`src/polygon_vertex_snap_core_macros.svh`:
```
// assertion macros for the polygon vertex snap core
// used by the top level only; expects clk_i and rst_ni in scope
`ifndef POLYGON_VERTEX_SNAP_CORE_MACROS_SVH
`define POLYGON_VERTEX_SNAP_CORE_MACROS_SVH

// same-cycle implication, disabled during reset
`define PVS_ASSERT_IMP(lbl, ante, cons) \
  lbl: assert property (@(posedge clk_i) disable iff (!rst_ni) (ante) |-> (cons)) \
    else $error("pvs same-cycle check failed");

// next-cycle implication, disabled during reset
`define PVS_ASSERT_NXT(lbl, ante, cons) \
  lbl: assert property (@(posedge clk_i) disable iff (!rst_ni) (ante) |=> (cons)) \
    else $error("pvs next-cycle check failed");

`endif

```
`src/pvs_ram.sv`:
```
// generic single-port-write, single-port-read ram with registered read
// no dependencies
module pvs_ram #(
  parameter int WIDTH = 32,
  parameter int DEPTH = 64
) (
  input  logic                     clk_i,
  input  logic                     we_i,
  input  logic [$clog2(DEPTH)-1:0] waddr_i,
  input  logic [WIDTH-1:0]         wdata_i,
  input  logic                     re_i,
  input  logic [$clog2(DEPTH)-1:0] raddr_i,
  output logic [WIDTH-1:0]         rdata_o
);

  logic [WIDTH-1:0] mem_q [DEPTH];
  logic [WIDTH-1:0] rdata_q;

  always_ff @(posedge clk_i) begin
    if (we_i) begin
      mem_q[waddr_i] <= wdata_i;
    end
    if (re_i) begin
      rdata_q <= mem_q[raddr_i];
    end
  end

  assign rdata_o = rdata_q;

endmodule

```
`config.mk`:
```
export PLATFORM = sky130hd
export DESIGN_NAME = pvs_ram
export DESIGN_NICKNAME = d
export VERILOG_FILES = /design/src/polygon_vertex_snap_core_macros.svh /design/src/pvs_ram.sv
export SDC_FILE = /design/constraint.sdc
export NUM_CORES = 2
export LEC_CHECK = 0
export BUFFER_PORTS_ARGS = -buffer_cell sky130_fd_sc_hd__buf_2
export CAP_MARGIN = 15
export CELL_PAD_IN_SITES_DETAIL_PLACEMENT = 1
export CELL_PAD_IN_SITES_GLOBAL_PLACEMENT = 1
export CORE_AREA = 10 10 467 469
export DETAILED_ROUTE_END_ITERATION = 12
export DIE_AREA = 0 0 477 479
export PLACE_DENSITY_LB_ADDON = 0.08
export SYNTH_ARGS = -nofsm -noshare
export SYNTH_HDL_FRONTEND = slang
export SYNTH_SLANG_ARGS = --single-unit
export TNS_END_PERCENT = 5
```
`constraint.sdc`:
```
create_clock -name clk_i -period 3.19 [get_ports clk_i]
set_input_delay 0.1595 -clock clk_i [delete_from_list [all_inputs] [get_ports clk_i]]
set_output_delay 0.1595 -clock clk_i [all_outputs]
set_load 0.01 [all_outputs]
```
==> results.md <==
* Status: complete, no violations
* Met3 usage at 0.0265
* Crit path DAT at 3.08 ns
* Number of global-route vias before repair at 40,400
* Total power draw at 58.8 mW
* CP Capture Type: register
* DRC viols at 0
* Final net count at 3,796
* Power Dens Cells at 632 nW/um^2
* Crit-path max cell delay at 0.68 ns
* Synth top cells by count: edfxtp_1, mux4_2, nor2_1, mux2i_1, o22ai_1
* Crit path max fanout at 1
* Crit share post-route at 0.787
* Cells along the critical path: mux4_2, mux2i_1, a21oi_1, buf_4, a21oi_1, nor2_1
* Routability cong. at 0.754
* Area grow syn2layout at 18.0%
* Final setup viols at 0
* Buf/Inv on CP at 1
* Routing usage on met1 at 0.284
* Final TNS setup at 0 ns
* Distinct cells, synth at 33
* Syn Area/Cell at 23.7 um^2
* Synth area leaders: edfxtp_1, mux4_2, mux2i_1, o22ai_1, nor2_1
* Drt total wl at 242,000 um
* Gr usage total at 0.209
* Critical Path Most Common Cell: a21oi_1
* Die height at 479 um
* Fillers at 18,700
* Maximum level of the CTS H-tree at 4
* Most used flip-flop cell after synthesis: edfxtp_1
* Global routing's busiest layer: met2
* Clk_skew at 0.0343 ns
* CP max stage cell: a21oi_1
* Die area at 228,000 um^2
* Post-synth EDFFs at 2,080
* CTS tree: built
* CTS resizes at 0
* Synth async-reset ratio at 0
* Layout cells sized above 1 at 0.325
* First-pass GRT wire length at 334,000 um
* Synth area leader: edfxtp_1
* RSZ-0062 raised after global routing: false
* HPWL Detailed at 142,000 um
* Fmax achieved at 0.398 GHz
* Vias at 38,100
* Post-synth top area share at 0.792
* Met2 GRT Util at 0.357
* Crit path kind: reg -> reg
* Post-route cell area at 93,000 um^2
* Worst Tran Pin Value at 1.21 ns
* WP data required at 3.76 ns
* Crit path launch type: register
* Final Hold Viols at 0
* Detail Route Antenna Nets at 0
* Initial Util at 0.378
* Io pins at 79
* Minimum clock period at 2.51 ns
* Pins over their slew limit at 0
* DP Area at 85,600 um^2
* Count leader, synth: edfxtp_1
* Syn. warnings at 0
* Max cap viols at 0
* Die W at 477 um
* Seq/Total Area, Yosys at 0.792
* Row count at 168
* CTS max path bufs at 3
* Register bit total from synthesis at 2,080
* Rel. slew slack at 0.192
* Core area at 209,000 um^2
* Worst-Skew Late Latency at 0.85 ns
* Root Driver: clkbuf_16
* CTS buffer count at 218
* Critical path's top delay family: compound AO/OA/AOI/OAI gates
* Grt ovf at 0
* Largest net degree at the start of global routing at 65
* Hold crit path type: in -> reg
* Mapped Area at 78,800 um^2
* Syn_nets at 3,371
* Worst-case vdd ir drop at 0.000578 V
* Drt pass-1 iters at 5
* Initial antenna violation count at 17
* Initial drt markers at 4,157
* DR vias/cell at 5.66
* CTS Sinks at 2,080
* Leak Pwr at 29.0 nW
* CTS clk-pin slew, worst paths at 0.06 ns
* Count of input and output buffers at 78
* WL/cell at 35.9 um
* Gate Count Post-Synth at 3,324
[through the flow]
step	std cells	util	hold WS [ns]	setup slack, ns
2_1_floorplan	3324	-	0.258	-0.123
3_3_place_gp	6305	0.410	0.599	-0.0656
3_5_place_dp	6305	0.410	0.601	-0.0816
4_1_cts	6719	0.445	0.00824	0.626
5_1_grt	6734	0.446	0.0586	0.529
6_report	6738	0.446	0.0400	0.680
[cell type report]
| cell class | instances | area (um^2) | area share |
|---|---|---|---|
| Multi-Input combinational cell | 1062 | 16000 | 0.172 |
| Timing Repair Buffer | 387 | 4030 | 0.0433 |
| Antenna cell | 5 | 12.5 | 0.000135 |
| Clock buffer | 256 | 5640 | 0.0606 |
| Tap cell | 2805 | 3510 | 0.0377 |
| Sequential cell | 2080 | 62500 | 0.671 |
| Clock inverter | 143 | 1390 | 0.0150 |
[cells by family after synthesis]
kind of cell,share of synthesized area
muxes,0.167
and+or+nand+nor,0.0126
DFF,0.792
AOI/OAI and AO/OA,0.0167
buffers and inverters,0.0112
[cell usage in the layout, fill, tap and decap left out, drive strengths merged, types with 12 or more instances in the layout]
master,instances
clkinvlp,12
a21oi,62
nor2,137
o221ai,27
clkinv,98
nor2b,15
dlygate4sd3,22
a22oi,12
mux2i,93
nand2,26
bufinv,26
clkbuf,256
buf,365
o22ai,84
edfxtp,2080
mux4,544
[final timing paths]
kind | start | endpoint | slack [ns] | cells past startpoint
setup / recovery | mem_q[15][31] | rdata_o[31] | 0.68 | 6
hold / removal | wdata_i[17] | mem_q[55][17] | 0.04 | 1
setup reg to reg | mem_q[15][31] | rdata_o[31] | 0.68 | 6
hold reg to reg | mem_q[29][20] | rdata_o[20] | 0.89 | 4
[flip-flops by register name, summed over array words and instances (netlist names)]
name,flops
mem_q,2048
rdata_o,32
[repair_timing]
item | 4_1_cts | 5_1_grt
hold buffers | 15 | 7
hold endpoints to repair | 343 | 355
setup buffers | 0 | 0
[power by group]
part           leakage [nW]  internal, mW  switching [mW]  total (mW)
clock                  3.40          14.6            10.6        25.2
combinational          6.85          1.19            1.94        3.13
sequential             18.7          30.3           0.104        30.4
[per-layer routing]
layer / part of all wire / up-vias
met2: 0.50 / 1167
li1: - / 15200
met4: 0.027 / 2
met3: 0.047 / 343
met1: 0.43 / 21400
met5: 0.000050 / -
[worst register-to-register path, delay by kind of cell, from the launching register on]
kind / cells / cell delay, ns
AND/OR/NAND/NOR: 1 / 0.09
multiplexers: 2 / 0.77
AO/OA/AOI/OAI: 2 / 0.83
flip-flops: 1 / 0.38
buffers and inverters: 1 / 0.17
Note: power is estimated with default switching activity, not from simulation.
