## src/polygon_vertex_snap_core_macros.svh

```systemverilog
// assertion macros for the polygon vertex snap core
// used by the top level only; expects clk_i and rst_ni in scope
`ifndef POLYGON_VERTEX_SNAP_CORE_MACROS_SVH
`define POLYGON_VERTEX_SNAP_CORE_MACROS_SVH

// same-cycle implication, disabled during reset
`define PVS_ASSERT_IMP(lbl, ante, cons) \
  lbl: assert property (@(posedge clk_i) disable iff (!rst_ni) (ante) |-> (cons)) \
    else $error("pvs same-cycle check failed");

// next-cycle implication, disabled during reset
`define PVS_ASSERT_NXT(lbl, ante, cons) \
  lbl: assert property (@(posedge clk_i) disable iff (!rst_ni) (ante) |=> (cons)) \
    else $error("pvs next-cycle check failed");

`endif

```

## src/pvs_pkg.sv

```systemverilog
// shared types, widths and codes of the polygon vertex snap core
// no dependencies
package pvs_pkg;

  localparam int COORD_W = 16;
  localparam int DIFF_W  = 17;
  localparam int MUL_W   = 18;
  localparam int PROD_W  = 36;
  localparam int ACC_W   = 54;
  localparam int DIST_W  = 35;
  localparam int NUM_W   = 36;
  localparam int DEN_W   = 35;
  localparam int DVD_W   = 54;
  localparam int DVS_W   = 36;
  localparam int Q_W     = 18;
  localparam int THR_W   = 15;
  localparam int KIND_W  = 2;
  localparam int CIDX_W  = 2;
  localparam int HI_SHIFT = 17;

  localparam logic [KIND_W-1:0] KIND_NONE   = 2'd0;
  localparam logic [KIND_W-1:0] KIND_VERTEX = 2'd1;
  localparam logic [KIND_W-1:0] KIND_EDGE   = 2'd2;

  localparam logic OP_LOAD = 1'b0;
  localparam logic OP_SNAP = 1'b1;

  localparam logic [CIDX_W-1:0] REG_VERTEX_THR = 2'd0;
  localparam logic [CIDX_W-1:0] REG_EDGE_THR   = 2'd1;

  typedef struct packed {
    logic             start;
    logic [DVD_W-1:0] dividend;
    logic [DVS_W-1:0] divisor;
  } div_req_t;

  typedef struct packed {
    logic           done;
    logic [Q_W-1:0] quotient;
  } div_rsp_t;

  // signed difference of two Q11.4 coordinates, one bit wider
  function automatic logic signed [DIFF_W-1:0] coord_diff(
    input logic [COORD_W-1:0] a,
    input logic [COORD_W-1:0] b
  );
    coord_diff = $signed({a[COORD_W-1], a}) - $signed({b[COORD_W-1], b});
  endfunction

endpackage

```

## src/pvs_div.sv

```systemverilog
// restoring divider, one quotient bit per cycle, for the edge projection
// depends on pvs_pkg
module pvs_div (
  input  logic               clk_i,
  input  logic               rst_ni,
  input  pvs_pkg::div_req_t  req_i,
  output pvs_pkg::div_rsp_t  rsp_o
);

  localparam int CNT_W = $clog2(pvs_pkg::Q_W);

  logic                        busy_q;
  logic                        done_q;
  logic [CNT_W-1:0]            cnt_q;
  logic [pvs_pkg::DVD_W-1:0]   rem_q;
  logic [pvs_pkg::DVD_W-1:0]   dsh_q;
  logic [pvs_pkg::Q_W-1:0]     quo_q;
  logic                        fits;

  assign fits = (rem_q >= dsh_q);

  always_ff @(posedge clk_i or negedge rst_ni) begin
    if (!rst_ni) begin
      busy_q <= 1'b0;
      done_q <= 1'b0;
      cnt_q  <= '0;
      rem_q  <= '0;
      dsh_q  <= '0;
      quo_q  <= '0;
    end else begin
      done_q <= 1'b0;
      if (req_i.start) begin
        busy_q <= 1'b1;
        cnt_q  <= '0;
        rem_q  <= req_i.dividend;
        dsh_q  <= pvs_pkg::DVD_W'(req_i.divisor) << (pvs_pkg::Q_W - 1);
        quo_q  <= '0;
      end else if (busy_q) begin
        if (fits) begin
          rem_q <= rem_q - dsh_q;
        end
        quo_q <= {quo_q[pvs_pkg::Q_W-2:0], fits};
        dsh_q <= dsh_q >> 1;
        cnt_q <= cnt_q + 1'b1;
        if (cnt_q == CNT_W'(pvs_pkg::Q_W - 1)) begin
          busy_q <= 1'b0;
          done_q <= 1'b1;
        end
      end
    end
  end

  assign rsp_o.done     = done_q;
  assign rsp_o.quotient = quo_q;

endmodule

```

## config.mk

```make
export PLATFORM = sky130hd
export DESIGN_NAME = pvs_div
export DESIGN_NICKNAME = d
export VERILOG_FILES = /design/src/polygon_vertex_snap_core_macros.svh /design/src/pvs_pkg.sv /design/src/pvs_div.sv
export SDC_FILE = /design/constraint.sdc
export NUM_CORES = 1
export LEC_CHECK = 0
export BUFFER_PORTS_ARGS = -buffer_cell sky130_fd_sc_hd__buf_2
export CAP_MARGIN = 30
export CORE_MARGIN = 5
export CORE_UTILIZATION = 45
export CTS_BUF_LIST = sky130_fd_sc_hd__clkbuf_2 sky130_fd_sc_hd__clkbuf_4 sky130_fd_sc_hd__clkbuf_8
export CTS_CLUSTER_SIZE = 8
export DETAILED_ROUTE_END_ITERATION = 7
export PLACE_DENSITY = 0.74
export SYNTH_ARGS = -nofsm -noshare
export SYNTH_HDL_FRONTEND = slang
export SYNTH_SLANG_ARGS = --single-unit
```

## constraint.sdc

```tcl
create_clock -name clk_i -period 5.3 [get_ports clk_i]
set_clock_uncertainty 0.05 [all_clocks]
set_input_delay 1.59 -clock clk_i [delete_from_list [all_inputs] [get_ports clk_i]]
set_output_delay 1.59 -clock clk_i [all_outputs]
set_load 0.01 [all_outputs]
```

==> impl_metrics.json <==
{
  "antenna_found_initial": 0,
  "cp_top_family": "compound AO/OA/AOI/OAI gates",
  "cts_root_buf": "clkbuf_8",
  "critPathSlowestCell": "a21o_1",
  "hold_viol_final": 0,
  "synthArstFlopShare_pct": 100,
  "finalSetupViolations": 0,
  "finalCritPeriodShare_pct": 66.7,
  "status": "complete, no violations",
  "drv_slew": 0,
  "worstPathMaxFanout": 22,
  "drt_pass1_iterations": 6,
  "ys_ff_latch": 132,
  "dieArea_um2": 23800,
  "drtAntennaViolNets": 0,
  "place_congestion": 0.893,
  "drt-total-wl_um": 23900,
  "clkLatencyLatePin_ns": 0.46,
  "fp.dieH_um": 154,
  "max_slew_margin_pct": 44.8,
  "start_kind": "flip-flop",
  "seq_power_share_pct": 23.5,
  "h-tree-depth": 4,
  "cp_num_cells": 13,
  "drc_errors": 0,
  "fp.dieW_um": 154,
  "drive_gt1_share_pct": 15.4,
  "p_leak_uw": 0.00537,
  "overflow": 0,
  "yosysSeqAreaShare_pct": 35.3,
  "min_delay_path_depth": 2,
  "ys.flop_type": "dfrtp_1",
  "final_nets": 1311,
  "first_global_vias": 7965,
  "worst-path-buf-inv": 2,
  "synth.avg_cell_area_um2": 8.60,
  "grt_pass1_wl_um": 39600,
  "met1_usage_pct": 28.3,
  "path_clk_slew_ns": 0.10,
  "ios": 112,
  "core_um2": 20400,
  "combPwrFrac_pct": 61.4,
  "post_cts_buffers": 0,
  "required_ns": 5.59,
  "std_cell_rows": 52,
  "grtUsageTotal_pct": 19.9,
  "tns_ns": 0,
  "vias_per_cell": 5.59,
  "cts.path.max_buffers": 2,
  "power.share.clock_pct": 15.1,
  "hp-class": "reg -> reg",
  "area_delta_synth_final_pct": 11.8,
  "vias": 8081,
  "drv_cap": 0,
  "p_int_uw": 3170,
  "synth_area_um2": 9370,
  "power.net_switching_uw": 2850,
  "netlist_instances": 1089,
  "yosys_warnings": 0,
  "post_drt_wl_per_cell_um": 16.6,
  "busiest_layer": "met2",
  "clock.fmax_mhz": 283,
  "rr_worst_depth": 13,
  "place_hpwl_um": 17500,
  "synth_edf_count": 0,
  "ir_drop_uv": 290,
  "drtIter0Drc": 573,
  "cts-hold-fix-buffers": 0,
  "grt_use_met3_pct": 3.35,
  "pwr_density_cell_nw_per_um2": 575,
  "start_util_pct": 46.0,
  "cts_made_buffers": 17,
  "path_class": "reg -> reg",
  "syn-num-nets": 1238,
  "worstPathCellList": "inv_1, ha_1, inv_1, fa_1, a211oi_1, o21ai_1, o2111ai_2, a211oi_2, o21a_2, o211ai_2, a21o_1, nor4_1, or3_1",
  "cts_sinks": 132,
  "swShare_pct": 47.4,
  "cts_tree": "done",
  "fin_crit_ns": 3.54,
  "post_cts_resized": 0,
  "antennaDiodeCount": 0,
  "ys_types": 71,
  "fin_util_pct": 51.4,
  "io_buffer_count": 111,
  "cp_slowest_stage_delay_ns": 0.70,
  "timing.critical_path.to_type": "flip-flop",
  "met2_usage_pct": 31.9,
  "worst_slew_pin_slew_ns": 0.828,
  "worst_path_most_repeated_cell": "inv_1",
  "grt_max_degree": 108,
  "worstPathArrival_ns": 3.83,
  "rsz0062_at_grt": "false"
}
## logic make-up after synthesis
group                    count (synthesis)  share of synthesized area, %
AO/OA/AOI/OAI                          294                          19.6
XOR/XNOR                                47                          4.39
adder cells (fa/ha/maj)                 56                          7.56
buffers and inverters                  131                          5.94
flip-flops                             132                          35.3
multiplexers                           107                          11.4
AND/OR/NAND/NOR                        322                          15.8
## area by class of cell
| class | count | area (um^2) |
|---|---|---|
| inverter | 66 | 248 |
| multi-input combinational | 826 | 5510 |
| timing repair buffer | 119 | 648 |
| fill | 1946 | 9890 |
| sequential | 132 | 3310 |
| clock inverter | 15 | 183 |
| tap | 270 | 338 |
| clock buffer | 17 | 234 |
## synthesized netlist by cell type, drive strengths merged, types with 22 or more instances
master  number  area [um^2]
inv         66          248
xnor2       25          219
ha          55          688
mux2i      106         1060
buf         30          178
nor2        84          315
o21ai      105          526
dfrtp      132         3300
nand2      134          513
xor2        22          193
clkbuf      35          131
a21oi       85          444
a21o        27          203
nand4       23          144
## per-layer routing
metal | up-vias | wire length, um | share of wire (%)
met1 | 3889 | 11500 | 48
met2 | 177 | 11100 | 46
met4 | 0 | 269 | 1.1
met3 | 22 | 1090 | 4.6
met5 | - | 0 | 0
li1 | 3993 | - | -
## registers in the layout, indices dropped and copies added (netlist names)
| name | cells |
|---|---|
| cnt_q | 5 |
| rem_q | 54 |
| quo_q | 18 |
| busy_q | 1 |
| dsh_q | 53 |
| done_q | 1 |
## power groups by stage
stage,logic (uW),registers (uW),clock network [uW]
after floorplan,2980,1380,0
after global placement,3600,1420,0
after detailed placement,3640,1430,0
after CTS,3670,1410,932
after global routing,4090,1440,980
final,3690,1420,910
## placed cells by master (no fill, tap or decap), types with 27 or more instances in the layout
cell / Yosys / layout
buf_2: 10 / 109
nand2_1: 130 / 130
a21oi_1: 80 / 80
a21o_1: 27 / 27
inv_1: 66 / 66
dfrtp_1: 132 / 131
o21ai_0: 79 / 79
mux2i_1: 106 / 106
ha_1: 55 / 55
nor2_1: 84 / 84
## worst paths after layout
check | from | end | slack [ns]
hold reg to reg | quo_q[13] | quo_q[14] | 0.50
setup / recovery | rem_q[0] | rem_q[49] | 1.76
max in group asynchronous | rst_ni | busy_q | 3.53
setup reg to reg | rem_q[0] | rem_q[49] | 1.76
min in group asynchronous | rst_ni | dsh_q[19] | 0.94
hold / removal | quo_q[13] | quo_q[14] | 0.50
## tightest hold or removal path, delay by kind of cell (launching register included)
kind / cells / cell delay [ns]
AND/OR/NAND/NOR: 1 / 0.07
multiplexers: 1 / 0.08
flip-flops: 1 / 0.37
## through the flow
| stage | worst slack, ns | total power (uW) | cell area, um^2 | instances | hold slack, ns |
|---|---|---|---|---|---|
| 2_1_floorplan | 2.39 | 4360 | 9370 | 1089 | 0.441 |
| 3_3_place_gp | 1.78 | 5020 | 10000 | 1412 | 0.453 |
| 6_report | 1.76 | 6020 | 10500 | 1445 | 0.500 |
| 4_1_cts | 1.76 | 6010 | 10400 | 1444 | 0.509 |
| 3_5_place_dp | 1.67 | 5070 | 10000 | 1412 | 0.486 |
| 5_1_grt | 1.54 | 6510 | 10500 | 1445 | 0.522 |
Note: power is estimated with default switching activity, not from simulation.
